--- config.mk ---
export PLATFORM = sky130hd
export DESIGN_NAME = wav_pcm16_stream_deframer_top_flat
export DESIGN_NICKNAME = d
export VERILOG_FILES = /design/src/design/wavdf_pkg.sv /design/src/design/wavdf_in_if.sv /design/src/design/wavdf_out_if.sv /design/src/design/wav_pcm16_stream_deframer_top.sv /design/src/flat_wrapper.sv
export SDC_FILE = /design/constraint.sdc
export NUM_CORES = 1
export LEC_CHECK = 0
export BUFFER_PORTS_ARGS = -buffer_cell sky130_fd_sc_hd__buf_2
export CORE_MARGIN = 1
export CORE_UTILIZATION = 52
export CTS_BUF_LIST = sky130_fd_sc_hd__clkbuf_8
export DETAILED_ROUTE_END_ITERATION = 8
export GPL_TIMING_DRIVEN = 0
export PLACE_DENSITY = 0.71
export SLEW_MARGIN = 20
export SYNTH_ARGS = -nofsm -noshare
export SYNTH_HDL_FRONTEND = slang
export SYNTH_SLANG_ARGS = --single-unit
export TNS_END_PERCENT = 50
--- constraint.sdc ---
create_clock -name clk -period 15.5 [get_ports clk]
set_input_delay 1.55 -clock clk [delete_from_list [all_inputs] [get_ports clk]]
set_output_delay 1.55 -clock clk [all_outputs]
set_load 0.02 [all_outputs]
--- src/design/wavdf_pkg.sv ---
package wavdf_pkg;

    localparam int HEADER_BYTES = 44;
    localparam int HPOS_W       = 6;

    localparam logic [15:0] DAC_ZERO_RESET = 16'h8000;

    // Header byte positions of the captured fields
    localparam logic [HPOS_W-1:0] POS_CHANNELS = HPOS_W'(22);
    localparam logic [HPOS_W-1:0] POS_RATE_LO  = HPOS_W'(24);
    localparam logic [HPOS_W-1:0] POS_RATE_HI  = HPOS_W'(25);
    localparam logic [HPOS_W-1:0] POS_ALIGN    = HPOS_W'(32);
    localparam logic [HPOS_W-1:0] POS_BITS     = HPOS_W'(34);
    localparam logic [HPOS_W-1:0] POS_SIZE_LO  = HPOS_W'(40);
    localparam logic [HPOS_W-1:0] POS_SIZE_HI  = HPOS_W'(HEADER_BYTES - 1);
    localparam logic [HPOS_W-1:0] POS_LAST     = HPOS_W'(HEADER_BYTES - 1);

    // Tag failure flag bits
    localparam logic [3:0] TAG_NONE = 4'b0000;
    localparam logic [3:0] TAG_RIFF = 4'b0001;
    localparam logic [3:0] TAG_WAVE = 4'b0010;
    localparam logic [3:0] TAG_FMT  = 4'b0100;
    localparam logic [3:0] TAG_DATA = 4'b1000;

    // Header status codes
    localparam logic [2:0] ST_OK       = 3'd0;
    localparam logic [2:0] ST_RIFF_BAD = 3'd1;
    localparam logic [2:0] ST_WAVE_BAD = 3'd2;
    localparam logic [2:0] ST_FMT_BAD  = 3'd3;
    localparam logic [2:0] ST_DATA_BAD = 3'd4;

    // Result kinds
    localparam logic KIND_STATUS = 1'b0;
    localparam logic KIND_PAIR   = 1'b1;

    localparam logic [7:0] STEREO_CHANNELS = 8'd2;
    localparam logic [7:0] MIN_ALIGN       = 8'd2;

    // ASCII codes of the tag characters
    localparam logic [7:0] CH_R  = 8'h52;
    localparam logic [7:0] CH_I  = 8'h49;
    localparam logic [7:0] CH_F  = 8'h46;
    localparam logic [7:0] CH_W  = 8'h57;
    localparam logic [7:0] CH_A  = 8'h41;
    localparam logic [7:0] CH_V  = 8'h56;
    localparam logic [7:0] CH_E  = 8'h45;
    localparam logic [7:0] CH_LF = 8'h66;
    localparam logic [7:0] CH_LM = 8'h6D;
    localparam logic [7:0] CH_LT = 8'h74;
    localparam logic [7:0] CH_LD = 8'h64;
    localparam logic [7:0] CH_LA = 8'h61;

    typedef enum logic [2:0] {
        MODE_HEADER = 3'b001,
        MODE_DATA   = 3'b010,
        MODE_IDLE   = 3'b100
    } parse_mode_t;

    typedef struct packed {
        logic [7:0] data_byte;
        logic       start_of_file;
    } in_item_t;

    typedef struct packed {
        logic        result_kind;
        logic [2:0]  header_status;
        logic [15:0] sample_rate;
        logic [7:0]  channel_count;
        logic [7:0]  block_bytes;
        logic [7:0]  sample_bits;
        logic [31:0] data_bytes;
        logic [15:0] left_sample;
        logic [15:0] right_sample;
        logic        last;
    } out_item_t;

    typedef struct packed {
        logic [3:0] flag;
        logic [7:0] want;
    } tag_check_t;

    // Expected tag byte at a header position; flag is empty where no tag is checked.
    function automatic tag_check_t tag_expect(input logic [HPOS_W-1:0] pos);
        tag_check_t t;
        t.flag = TAG_NONE;
        t.want = 8'h00;
        case (pos)
            6'd0:    begin t.flag = TAG_RIFF; t.want = CH_R;  end
            6'd1:    begin t.flag = TAG_RIFF; t.want = CH_I;  end
            6'd2:    begin t.flag = TAG_RIFF; t.want = CH_F;  end
            6'd3:    begin t.flag = TAG_RIFF; t.want = CH_F;  end
            6'd8:    begin t.flag = TAG_WAVE; t.want = CH_W;  end
            6'd9:    begin t.flag = TAG_WAVE; t.want = CH_A;  end
            6'd10:   begin t.flag = TAG_WAVE; t.want = CH_V;  end
            6'd11:   begin t.flag = TAG_WAVE; t.want = CH_E;  end
            6'd12:   begin t.flag = TAG_FMT;  t.want = CH_LF; end
            6'd13:   begin t.flag = TAG_FMT;  t.want = CH_LM; end
            6'd14:   begin t.flag = TAG_FMT;  t.want = CH_LT; end
            6'd36:   begin t.flag = TAG_DATA; t.want = CH_LD; end
            6'd37:   begin t.flag = TAG_DATA; t.want = CH_LA; end
            6'd38:   begin t.flag = TAG_DATA; t.want = CH_LT; end
            6'd39:   begin t.flag = TAG_DATA; t.want = CH_LA; end
            default: begin t.flag = TAG_NONE; t.want = 8'h00; end
        endcase
        return t;
    endfunction

endpackage

--- src/design/wavdf_in_if.sv ---
interface wavdf_in_if;
    import wavdf_pkg::*;

    logic     valid;
    logic     ready;
    in_item_t payload;

    modport source (output valid, output payload, input ready);
    modport sink   (input valid, input payload, output ready);
endinterface

--- src/design/wavdf_out_if.sv ---
interface wavdf_out_if;
    import wavdf_pkg::*;

    logic      valid;
    logic      ready;
    out_item_t payload;

    modport source (output valid, output payload, input ready);
    modport sink   (input valid, input payload, output ready);
endinterface

--- src/design/wav_pcm16_stream_deframer_top.sv ---
// WAV PCM16 stream deframer. The block takes a WAV file one byte per input
// transaction, one byte every clock cycle unless a held result stalls it,
// with each result in the cycle after its byte. A byte with start_of_file set
// restarts parsing as header byte 0; after reset the first byte is taken as
// header byte 0 as well. The 44-byte canonical header is checked for the
// RIFF, WAVE, fmt and data tags, and on its last byte a single status result
// (result_kind 0) reports the first failing tag together with the captured
// sample rate, channel count, block align, bits per sample and data size.
// After a good header with a non-zero data size, data bytes are grouped into
// blocks of block align bytes (values below 2 count as 2); each block, and a
// final partial block, gives one sample pair result (result_kind 1) whose
// samples have dac_zero added modulo 65536. Missing bytes count as zero, and
// the right sample repeats the left unless the file has two channels. The
// pair that completes the data size carries last; further bytes, and all
// bytes after a bad header, are ignored until the next start_of_file. The
// rate of one byte per cycle is set by the single state update per byte,
// whose longest path is the 32-bit data byte count increment and compare.
// dac_zero resets to 32768 and should only be written while the block is
// idle.
module wav_pcm16_stream_deframer_top
(
    input  logic               clk,
    input  logic               rst_n,
    wavdf_in_if.sink           in_ch,
    wavdf_out_if.source        out_ch,
    input  logic               cfg_we,
    input  logic [15:0]        cfg_wdata
);
    import wavdf_pkg::*;

    // Configuration
    logic [15:0] dac_zero_reg;

    // Parser state
    parse_mode_t       mode_reg,     mode_next;
    logic [HPOS_W-1:0] hpos_reg,     hpos_next;
    logic [3:0]        flags_reg,    flags_next;
    logic [15:0]       rate_reg,     rate_next;
    logic [7:0]        channels_reg, channels_next;
    logic [7:0]        align_reg,    align_next;
    logic [7:0]        bits_reg,     bits_next;
    logic [31:0]       size_reg,     size_next;
    logic [31:0]       count_reg,    count_next;
    logic [7:0]        bpos_reg,     bpos_next;
    logic [15:0]       left_reg,     left_next;
    logic [15:0]       right_reg,    right_next;

    // Result register
    logic      out_valid_reg, out_valid_next;
    out_item_t out_item_reg,  out_item_next;

    logic       accept;
    logic       emit;
    tag_check_t tag;

    // Working values of the data path
    parse_mode_t       eff_mode;
    logic [HPOS_W-1:0] eff_hpos;
    logic [3:0]        eff_flags;
    logic [7:0]        byte_in;
    logic [7:0]        align_eff;
    logic [8:0]        bpos_inc;
    logic              block_end;
    logic              done;
    logic [2:0]        status;
    logic [15:0]       left_out;
    logic [15:0]       right_out;

    // The result register is free when empty or when its transaction
    // completes in this cycle, so a byte can enter every cycle.
    assign in_ch.ready    = !out_valid_reg || out_ch.ready;
    assign accept         = in_ch.valid && in_ch.ready;
    assign out_ch.valid   = out_valid_reg;
    assign out_ch.payload = out_item_reg;

    always_comb
    begin
        byte_in = in_ch.payload.data_byte;

        // A start flag restarts the header parse for this very byte. The
        // captured fields and block counters are all rewritten before use.
        if (in_ch.payload.start_of_file)
        begin
            eff_mode  = MODE_HEADER;
            eff_hpos  = '0;
            eff_flags = '0;
        end
        else
        begin
            eff_mode  = mode_reg;
            eff_hpos  = hpos_reg;
            eff_flags = flags_reg;
        end

        mode_next     = eff_mode;
        hpos_next     = eff_hpos;
        flags_next    = eff_flags;
        rate_next     = rate_reg;
        channels_next = channels_reg;
        align_next    = align_reg;
        bits_next     = bits_reg;
        size_next     = size_reg;
        count_next    = count_reg;
        bpos_next     = bpos_reg;
        left_next     = left_reg;
        right_next    = right_reg;

        emit          = 1'b0;
        out_item_next = '0;

        tag       = tag_expect(eff_hpos);
        align_eff = (align_reg < MIN_ALIGN) ? MIN_ALIGN : align_reg;
        bpos_inc  = {1'b0, bpos_reg} + 9'd1;
        block_end = 1'b0;
        done      = 1'b0;
        status    = ST_OK;
        left_out  = '0;
        right_out = '0;

        unique case (eff_mode)
            MODE_HEADER:
            begin
                if (tag.flag != TAG_NONE && byte_in != tag.want)
                begin
                    flags_next = eff_flags | tag.flag;
                end
                if (eff_hpos == POS_CHANNELS)
                begin
                    channels_next = byte_in;
                end
                if (eff_hpos == POS_RATE_LO)
                begin
                    rate_next[7:0] = byte_in;
                end
                if (eff_hpos == POS_RATE_HI)
                begin
                    rate_next[15:8] = byte_in;
                end
                if (eff_hpos == POS_ALIGN)
                begin
                    align_next = byte_in;
                end
                if (eff_hpos == POS_BITS)
                begin
                    bits_next = byte_in;
                end
                if (eff_hpos >= POS_SIZE_LO && eff_hpos <= POS_SIZE_HI)
                begin
                    unique case (eff_hpos[1:0])
                        2'd0: size_next[7:0]   = byte_in;
                        2'd1: size_next[15:8]  = byte_in;
                        2'd2: size_next[23:16] = byte_in;
                        2'd3: size_next[31:24] = byte_in;
                    endcase
                end

                priority if (flags_next[0]) status = ST_RIFF_BAD;
                else if (flags_next[1])     status = ST_WAVE_BAD;
                else if (flags_next[2])     status = ST_FMT_BAD;
                else if (flags_next[3])     status = ST_DATA_BAD;
                else                        status = ST_OK;

                if (eff_hpos == POS_LAST)
                begin
                    emit                        = 1'b1;
                    out_item_next.result_kind   = KIND_STATUS;
                    out_item_next.header_status = status;
                    out_item_next.sample_rate   = rate_next;
                    out_item_next.channel_count = channels_next;
                    out_item_next.block_bytes   = align_next;
                    out_item_next.sample_bits   = bits_next;
                    out_item_next.data_bytes    = size_next;
                    mode_next  = (status != ST_OK || size_next == '0) ? MODE_IDLE
                                                                       : MODE_DATA;
                    hpos_next  = '0;
                    count_next = '0;
                    bpos_next  = '0;
                    left_next  = '0;
                    right_next = '0;
                end
                else
                begin
                    hpos_next = eff_hpos + HPOS_W'(1);
                end
            end

            MODE_DATA:
            begin
                // The first byte of a block clears both staging words.
                if (bpos_reg == 8'd0)
                begin
                    left_next  = {8'h00, byte_in};
                    right_next = '0;
                end
                else if (bpos_reg == 8'd1)
                begin
                    left_next[15:8] = byte_in;
                end
                else if (bpos_reg == 8'd2)
                begin
                    right_next[7:0] = byte_in;
                end
                else if (bpos_reg == 8'd3)
                begin
                    right_next[15:8] = byte_in;
                end

                count_next = count_reg + 32'd1;
                done       = (count_next >= size_reg);
                block_end  = (bpos_inc >= {1'b0, align_eff});
                bpos_next  = (block_end || done) ? 8'd0 : bpos_inc[7:0];

                left_out  = left_next + dac_zero_reg;
                right_out = (channels_reg == STEREO_CHANNELS) ? (right_next + dac_zero_reg)
                                                              : left_out;

                if (block_end || done)
                begin
                    emit                       = 1'b1;
                    out_item_next.result_kind  = KIND_PAIR;
                    out_item_next.left_sample  = left_out;
                    out_item_next.right_sample = right_out;
                    out_item_next.last         = done;
                end
                if (done)
                begin
                    mode_next = MODE_IDLE;
                end
            end

            MODE_IDLE:
            begin
                mode_next = MODE_IDLE;
            end

            default:
            begin
                mode_next = MODE_IDLE;
            end
        endcase

        if (accept)
        begin
            out_valid_next = emit;
        end
        else
        begin
            out_valid_next = out_valid_reg && !out_ch.ready;
        end
    end

    always_ff @(posedge clk or negedge rst_n)
    begin
        if (!rst_n)
        begin
            dac_zero_reg  <= DAC_ZERO_RESET;
            mode_reg      <= MODE_HEADER;
            hpos_reg      <= '0;
            flags_reg     <= '0;
            rate_reg      <= '0;
            channels_reg  <= '0;
            align_reg     <= '0;
            bits_reg      <= '0;
            size_reg      <= '0;
            count_reg     <= '0;
            bpos_reg      <= '0;
            left_reg      <= '0;
            right_reg     <= '0;
            out_valid_reg <= 1'b0;
        end
        else
        begin
            if (cfg_we)
            begin
                dac_zero_reg <= cfg_wdata;
            end
            if (accept)
            begin
                mode_reg     <= mode_next;
                hpos_reg     <= hpos_next;
                flags_reg    <= flags_next;
                rate_reg     <= rate_next;
                channels_reg <= channels_next;
                align_reg    <= align_next;
                bits_reg     <= bits_next;
                size_reg     <= size_next;
                count_reg    <= count_next;
                bpos_reg     <= bpos_next;
                left_reg     <= left_next;
                right_reg    <= right_next;
            end
            out_valid_reg <= out_valid_next;
        end
    end

    // The result payload needs no reset; it is qualified by its valid flag.
    always_ff @(posedge clk)
    begin
        if (accept && emit)
        begin
            out_item_reg <= out_item_next;
        end
    end

endmodule

--- src/flat_wrapper.sv ---
// flat-port wrapper written by rule: the top's interface ports become plain ports
module wav_pcm16_stream_deframer_top_flat import wavdf_pkg::*;
  (clk, rst_n, cfg_we, cfg_wdata, in_ch_valid, in_ch_payload, in_ch_ready, out_ch_valid, out_ch_payload, out_ch_ready);
  wavdf_in_if in_ch_i ();
  wavdf_out_if out_ch_i ();
  input  logic clk;
  input  logic rst_n;
  input  logic cfg_we;
  input  logic [15:0] cfg_wdata;
  input wire logic [$bits(in_ch_i.valid)-1:0] in_ch_valid;
  input wire logic [$bits(in_ch_i.payload)-1:0] in_ch_payload;
  output wire logic [$bits(in_ch_i.ready)-1:0] in_ch_ready;
  output wire logic [$bits(out_ch_i.valid)-1:0] out_ch_valid;
  output wire logic [$bits(out_ch_i.payload)-1:0] out_ch_payload;
  input wire logic [$bits(out_ch_i.ready)-1:0] out_ch_ready;
  assign in_ch_i.valid = in_ch_valid;
  assign in_ch_i.payload = in_ch_payload;
  assign in_ch_ready = in_ch_i.ready;
  assign out_ch_valid = out_ch_i.valid;
  assign out_ch_payload = out_ch_i.payload;
  assign out_ch_i.ready = out_ch_ready;
  wav_pcm16_stream_deframer_top u_core (.clk(clk), .rst_n(rst_n), .in_ch(in_ch_i), .out_ch(out_ch_i), .cfg_we(cfg_we), .cfg_wdata(cfg_wdata));
endmodule
# --- After elaboration in Yosys (flattened, before gate mapping) ---
# Memories as Yosys holds them, arrays and structs flattened.
# Index checks and enable logic that the tools add are counted.
op_classes:
  add_sub_neg: 5
  multipliers: 0
  div: 0
  n_lt_le_gt_ge: 5
  eq_ne: 17
  n_shift: 0
  muxes: 54
  n_bitwise: 1
  reduce_logical: 20
ops:
  columns: ["cell", "n"]
  rows:
  - ["8-bit 2-to-1 mux", 20]
  - ["32-bit 2-to-1 mux", 3]
  - ["16-bit 2-to-1 mux", 5]
  - ["16-bit one-hot mux with 2 select lines", 2]
  - ["32-bit one-hot mux with 2 select lines", 1]
  - ["16-bit adder", 2]
  - ["32-bit by 1-bit adder with 32-bit output (second input constant)", 1]
  - ["32-bit >= comparator", 1]
  - ["32-bit zero test", 1]
  - ["3-bit 2-to-1 mux", 9]
  - ["8-bit by 2-bit equality test with 1-bit output (second input constant)", 3]
  - ["6-bit by 5-bit equality test with 1-bit output (second input constant)", 3]
  - ["6-bit equality test (second input constant)", 3]
  - ["6-bit 2-to-1 mux", 3]
  - ["4-bit 2-to-1 mux", 4]
  - ["8-bit one-hot mux with 2 select lines", 1]
  - ["8-bit by 1-bit adder with 9-bit output (second input constant)", 1]
  - ["9-bit by 8-bit >= comparator with 1-bit output", 1]
  - ["8-bit by 1-bit equality test with 1-bit output (second input constant)", 1]
  - ["8-bit zero test", 1]
  - ["8-bit by 2-bit less-than comparator with 1-bit output (second input constant)", 1]
  - ["8-bit != test", 1]
  - ["6-bit by 1-bit adder with 6-bit output (second input constant)", 1]
  - ["6-bit >= comparator (second input constant)", 1]
  - ["other kinds (19)", 32]
word_totals:
  reg_bits: 283
  latchBits: 0
  ramBits: 0
  mem_bits_ro: 704
  in_bits: 30
  out_inout_bits: 111
  elab_cells: 127
  n_memories: 1
mem_list:
  columns: ["name", "words", "width", "read_ports", "rd_clocked_by_memory_dff", "write_ports", "line", "rtl"]
  rows:
  - ["(name not given)", 64, 11, 1, 0, 0, "wavdf_pkg.sv:87", "case (pos)"]

# --- Depth between registers and ports, before layout ---
# An unclocked memory read counts as a cell.
logic_depth:
  depth_word: 16
  depth_mapped: 18
  mapped_depth_nobuf: 17

# --- Worst setup path before layout ---
# OpenSTA, ideal clock, no wires.
synth_timing:
  path_kind: "reg2reg"
  startpoint: "register u_core.count_reg[0]"
  endpoint: "register u_core.out_item_reg, in the netlist u_core.out_ch.payload[0], enable pin"
  setup_ps: 745
  arrival_time_ps: 11436
  slack_ps: 3319
  path_stages_with_launch: 17
  path_buffers: 1
  path_cell_list: "dfrtp_1 -> ha_1 -> inv_1 -> or4_1 -> buf_2 -> or3_1 -> nor2_1 -> nand4_1 -> xnor2_1 -> ha_1 -> nand2_1 -> nor3_1 -> nand2_1 -> o221a_2 -> o211ai_1 -> nand2_1 -> a21boi_0"
synth_via:
  elab_chain_len: 6
synth_lines:
  columns: ["item", "line", "rtl"]
  rows:
  - ["from (decl)", "wav_pcm16_stream_deframer_top.sv:43", "logic [31:0] count_reg, count_next;"]
  - ["from (signal assigned)", "wav_pcm16_stream_deframer_top.sv:287", "count_reg <= count_next;"]
  - ["32-bit by 1-bit adder with 32-bit output", "wav_pcm16_stream_deframer_top.sv:208", "count_next = count_reg + 32'd1;"]
  - ["32-bit >= comparator", "wav_pcm16_stream_deframer_top.sv:209", "done = (count_next >= size_reg);"]
  - ["1-bit logical OR", "wav_pcm16_stream_deframer_top.sv:217", "if (block_end || done)"]
  - ["1-bit 2-to-1 mux", "wav_pcm16_stream_deframer_top.sv:217", null]
  - ["1-bit one-hot mux with 2 select lines", "wav_pcm16_stream_deframer_top.sv:120", "unique case (eff_mode)"]
  - ["1-bit logical AND", "wav_pcm16_stream_deframer_top.sv:299", "if (accept && emit)"]
  - ["to (signal assigned)", "wav_pcm16_stream_deframer_top.sv:301", "out_item_reg <= out_item_next;"]
  - ["to (decl)", "wav_pcm16_stream_deframer_top.sv:50", "out_item_t out_item_reg, out_item_next;"]
# Every way passes these cells.
# A chain may end at the register's enable or synchronous reset.

# --- Final worst setup path ---
layout_timing:
  startpoint: "register u_core.count_reg[2]"
  endpoint: "register u_core.out_item_reg, in the netlist u_core.out_ch.payload[16], enable pin"
# The elaborated chain is that of the path after synthesis.

==> impl_metrics.json <==
{
  "finalCritPeriodShare_pct": 38.2,
  "viasPerCell": 5.83,
  "synth_cells": 1499,
  "ys.warnings.count": 0,
  "worstSetupPathType": "register to register",
  "wl_met1_um": 18100,
  "cpMaxStageDelayCell": "a21boi_4",
  "clock_skew_ns": 0.0379,
  "avgSynthCellArea_sq_um": 10.3,
  "syn-cell-area_sq_um": 15400,
  "cap_violations": 0,
  "drt_iter0_drc": 1204,
  "synth_ff_type": "dfrtp_1",
  "crit_path_max_incr_delay_ns": 0.75,
  "post_dp_cell_area_sq_um": 16800,
  "finalCriticalPeriod_ns": 5.93,
  "clkLatencyLatePin_ns": 0.59,
  "async_reset_ff_share_pct": 61.5,
  "maxSlewViolCount": 0,
  "synth-seq-cells": 283,
  "yosysSeqAreaShare_pct": 49.4,
  "die_area_sq_um": 30400,
  "synthToLayoutAreaGrowth_pct": 15.3,
  "rsz0062_at_grt": "no",
  "grt_util_all_layers_pct": 27.0,
  "startpoint_type": "register",
  "routed-wl-met2_um": 18300,
  "start_util_pct": 53.4,
  "cts-root-buf": "clkbuf_8",
  "cts_max_level": 2,
  "post_cts_buffers": 0,
  "row_count": 62,
  "hp-class": "register to register",
  "vias": 12328,
  "drt-pass1-iter-count": 5,
  "status": "finished clean",
  "nets": 1799,
  "antenna_found_initial": 1,
  "cellPowerDensity_nw_per_um2": 90.8,
  "die_h_um": 174,
  "ant_nets": 0,
  "diodes": 0,
  "post_cts_resized": 0,
  "cts_sinks": 283,
  "drt-total-wl_um": 40600,
  "die_w_um": 174,
  "power.leakage_uw": 0.00815,
  "cts_tree": "yes",
  "cts_inserted_buffers": 48,
  "fin_area_sq_um": 17800,
  "hold_buffers": 0,
  "dr_wl_met3_um": 3020,
  "clk_pin_slew_ns": 0.06,
  "port_buffers": 137,
  "synth_edf_count": 109,
  "worstPathRequired_ns": 15.79,
  "setup_viol": 0,
  "synth_fp_nets": 1606,
  "drc": 0,
  "whs_ns": 0.494,
  "largest_register_ffs": 109,
  "tns_ns": 0,
  "dpl.hpwl_um": 29300,
  "fmax_ghz": 0.169,
  "synth_cell_types": 74,
  "grt_pass1_vias": 11908,
  "core_sq_um": 28900,
  "ios": 141,
  "grt_max_degree": 98,
  "final_hold_viol_count": 0,
  "critical_path.cell_chain": "nand4_1 > nor4_2 > nand3_1 > nor4_1 > xor2_1 > ha_1 > nand2_1 > nor3_1 > nand4_1 > o211ai_1 > nand2_1 > a21boi_4 > buf_16 > buf_16",
  "drive_gt1_share_pct": 17.1,
  "crit_arrival_ns": 6.21,
  "place_congestion": 0.917,
  "grt_overflow_total": 0,
  "top_layer": "met5",
  "tightest_slew_ns": 1.08,
  "total_power_uw": 1620,
  "critPathMaxFanout": 24,
  "crit_path_end_kind": "register",
  "grt_pass1_wl_um": 64100,
  "cts.path.max_buffers": 3,
  "wl_per_cell_um": 19.2,
  "irDropWorstVdd_mv": 0.0795,
  "max_slew_margin_pct": 27.4
}
-- power by group --
part,total (uW),leakage [uW],internal [uW],switching (uW)
clock,697,0.000578,391,307
combinational,131,0.00445,44.5,86.7
sequential,788,0.00312,781,6.84
total,1620,0.00815,1220,400
-- final timing paths --
path                                startpoint                         to  slack (ns)  depth (start not counted)
max reg2reg                u_core.count_reg[2]  u_core.out_ch.payload[16]        9.57                         14
max in group asynchronous                rst_n         u_core.bpos_reg[6]       13.66                          2
min reg2reg                 u_core.left_reg[1]         u_core.left_reg[1]        0.49                          2
min                         u_core.left_reg[1]         u_core.left_reg[1]        0.49                          2
max                        u_core.count_reg[2]  u_core.out_ch.payload[16]        9.57                         14
min in group asynchronous                rst_n         u_core.rate_reg[8]        0.94                          1
-- kinds of logic (layout without fill, tap and decap cells) --
family	Yosys count	count (layout)	synth area share (%)
adder cells (fa/ha/maj)	77	77	6.34
flip-flops	283	283	49.4
AND/OR/NAND/NOR	489	489	14.7
multiplexers	125	125	8.54
buffers and inverters	144	375	3.62
XOR/XNOR	67	67	3.80
AO/OA/AOI/OAI	314	314	13.6
-- cell type report --
type                            instances  area (sq um)
Buffer                                 88           349
Clock buffer                           58           798
Clock inverter                         30           215
Fill cell                            2408         11100
Inverter                               56           210
Multi-Input combinational cell       1072          7260
Sequential cell                       283          7630
Tap cell                              384           480
Timing Repair Buffer                  143           861
-- per-stage QoR --
stage | setup slack (ns) | instances | utilization, %
floorplan | 3.32 | 1499 | -
detailed placement | 9.67 | 2026 | 58.0
global placement | -0.899 | 2020 | 57.4
finish | 9.57 | 2114 | 61.5
global route | 9.08 | 2114 | 61.5
CTS | 9.63 | 2114 | 61.5
-- synthesized netlist by cell type (15+ instances only) --
master | number | area, sq um
xor2_1 | 28 | 245
edfxtp_1 | 109 | 3270
ha_1 | 75 | 938
nand2_1 | 138 | 518
inv_1 | 55 | 206
nor3_1 | 24 | 120
xnor2_1 | 39 | 342
mux2i_1 | 71 | 711
a21oi_1 | 61 | 305
nand4_1 | 15 | 93.8
dfrtp_1 | 172 | 4300
nand3_1 | 49 | 245
nor2_1 | 167 | 627
a22o_1 | 61 | 534
clkbuf_1 | 72 | 270
and2_1 | 15 | 93.8
and3_1 | 21 | 131
o21ai_0 | 88 | 440
mux2_2 | 54 | 608
a21o_1 | 16 | 120
-- metal layers --
layer	vias to the layer above	global-route usage [%]
li1	5786	-
met5	-	0
met2	516	41.7
met1	5933	38.2
met3	91	4.35
met4	2	10.1
-- placed cells by master (no fill, tap or decap), types with 4 or more instances in the layout --
master | synthesis | layout
nor2b_1 | 10 | 10
a22o_1 | 61 | 61
clkinv_1 | 1 | 4
o21ai_0 | 88 | 88
buf_1 | 6 | 6
clkbuf_1 | 72 | 72
buf_2 | 8 | 144
inv_1 | 55 | 70
mux2_2 | 54 | 54
a31oi_1 | 10 | 10
or4_1 | 6 | 6
o31ai_1 | 11 | 11
o211ai_1 | 6 | 6
nor2_1 | 167 | 167
and2_1 | 15 | 15
ha_1 | 75 | 75
edfxtp_1 | 109 | 109
clkinv_2 | 0 | 6
mux2i_1 | 71 | 71
and3_1 | 21 | 21
nand3_1 | 49 | 49
xnor2_1 | 39 | 39
o21a_1 | 11 | 11
a21oi_1 | 61 | 61
nand2b_1 | 10 | 10
dfrtp_1 | 172 | 172
nand2_1 | 138 | 138
nor4_1 | 11 | 11
xor2_1 | 28 | 28
a211oi_1 | 10 | 10
a21o_1 | 16 | 16
nand4_1 | 15 | 15
or3_1 | 5 | 5
nor3_1 | 24 | 24
buf_16 | 0 | 6
clkbuf_8 | 0 | 58
-- critical path, delay by kind of cell (launching register included) --
family | cells | cell delay [ns]
AND/OR/NAND/NOR | 8 | 2.85
XOR/XNOR | 1 | 0.20
flip-flops | 1 | 0.45
adder cells (fa/ha/maj) | 1 | 0.35
AO/OA/AOI/OAI | 2 | 1.33
buffers and inverters | 2 | 0.43
Power figures use the tool's default switching activity.
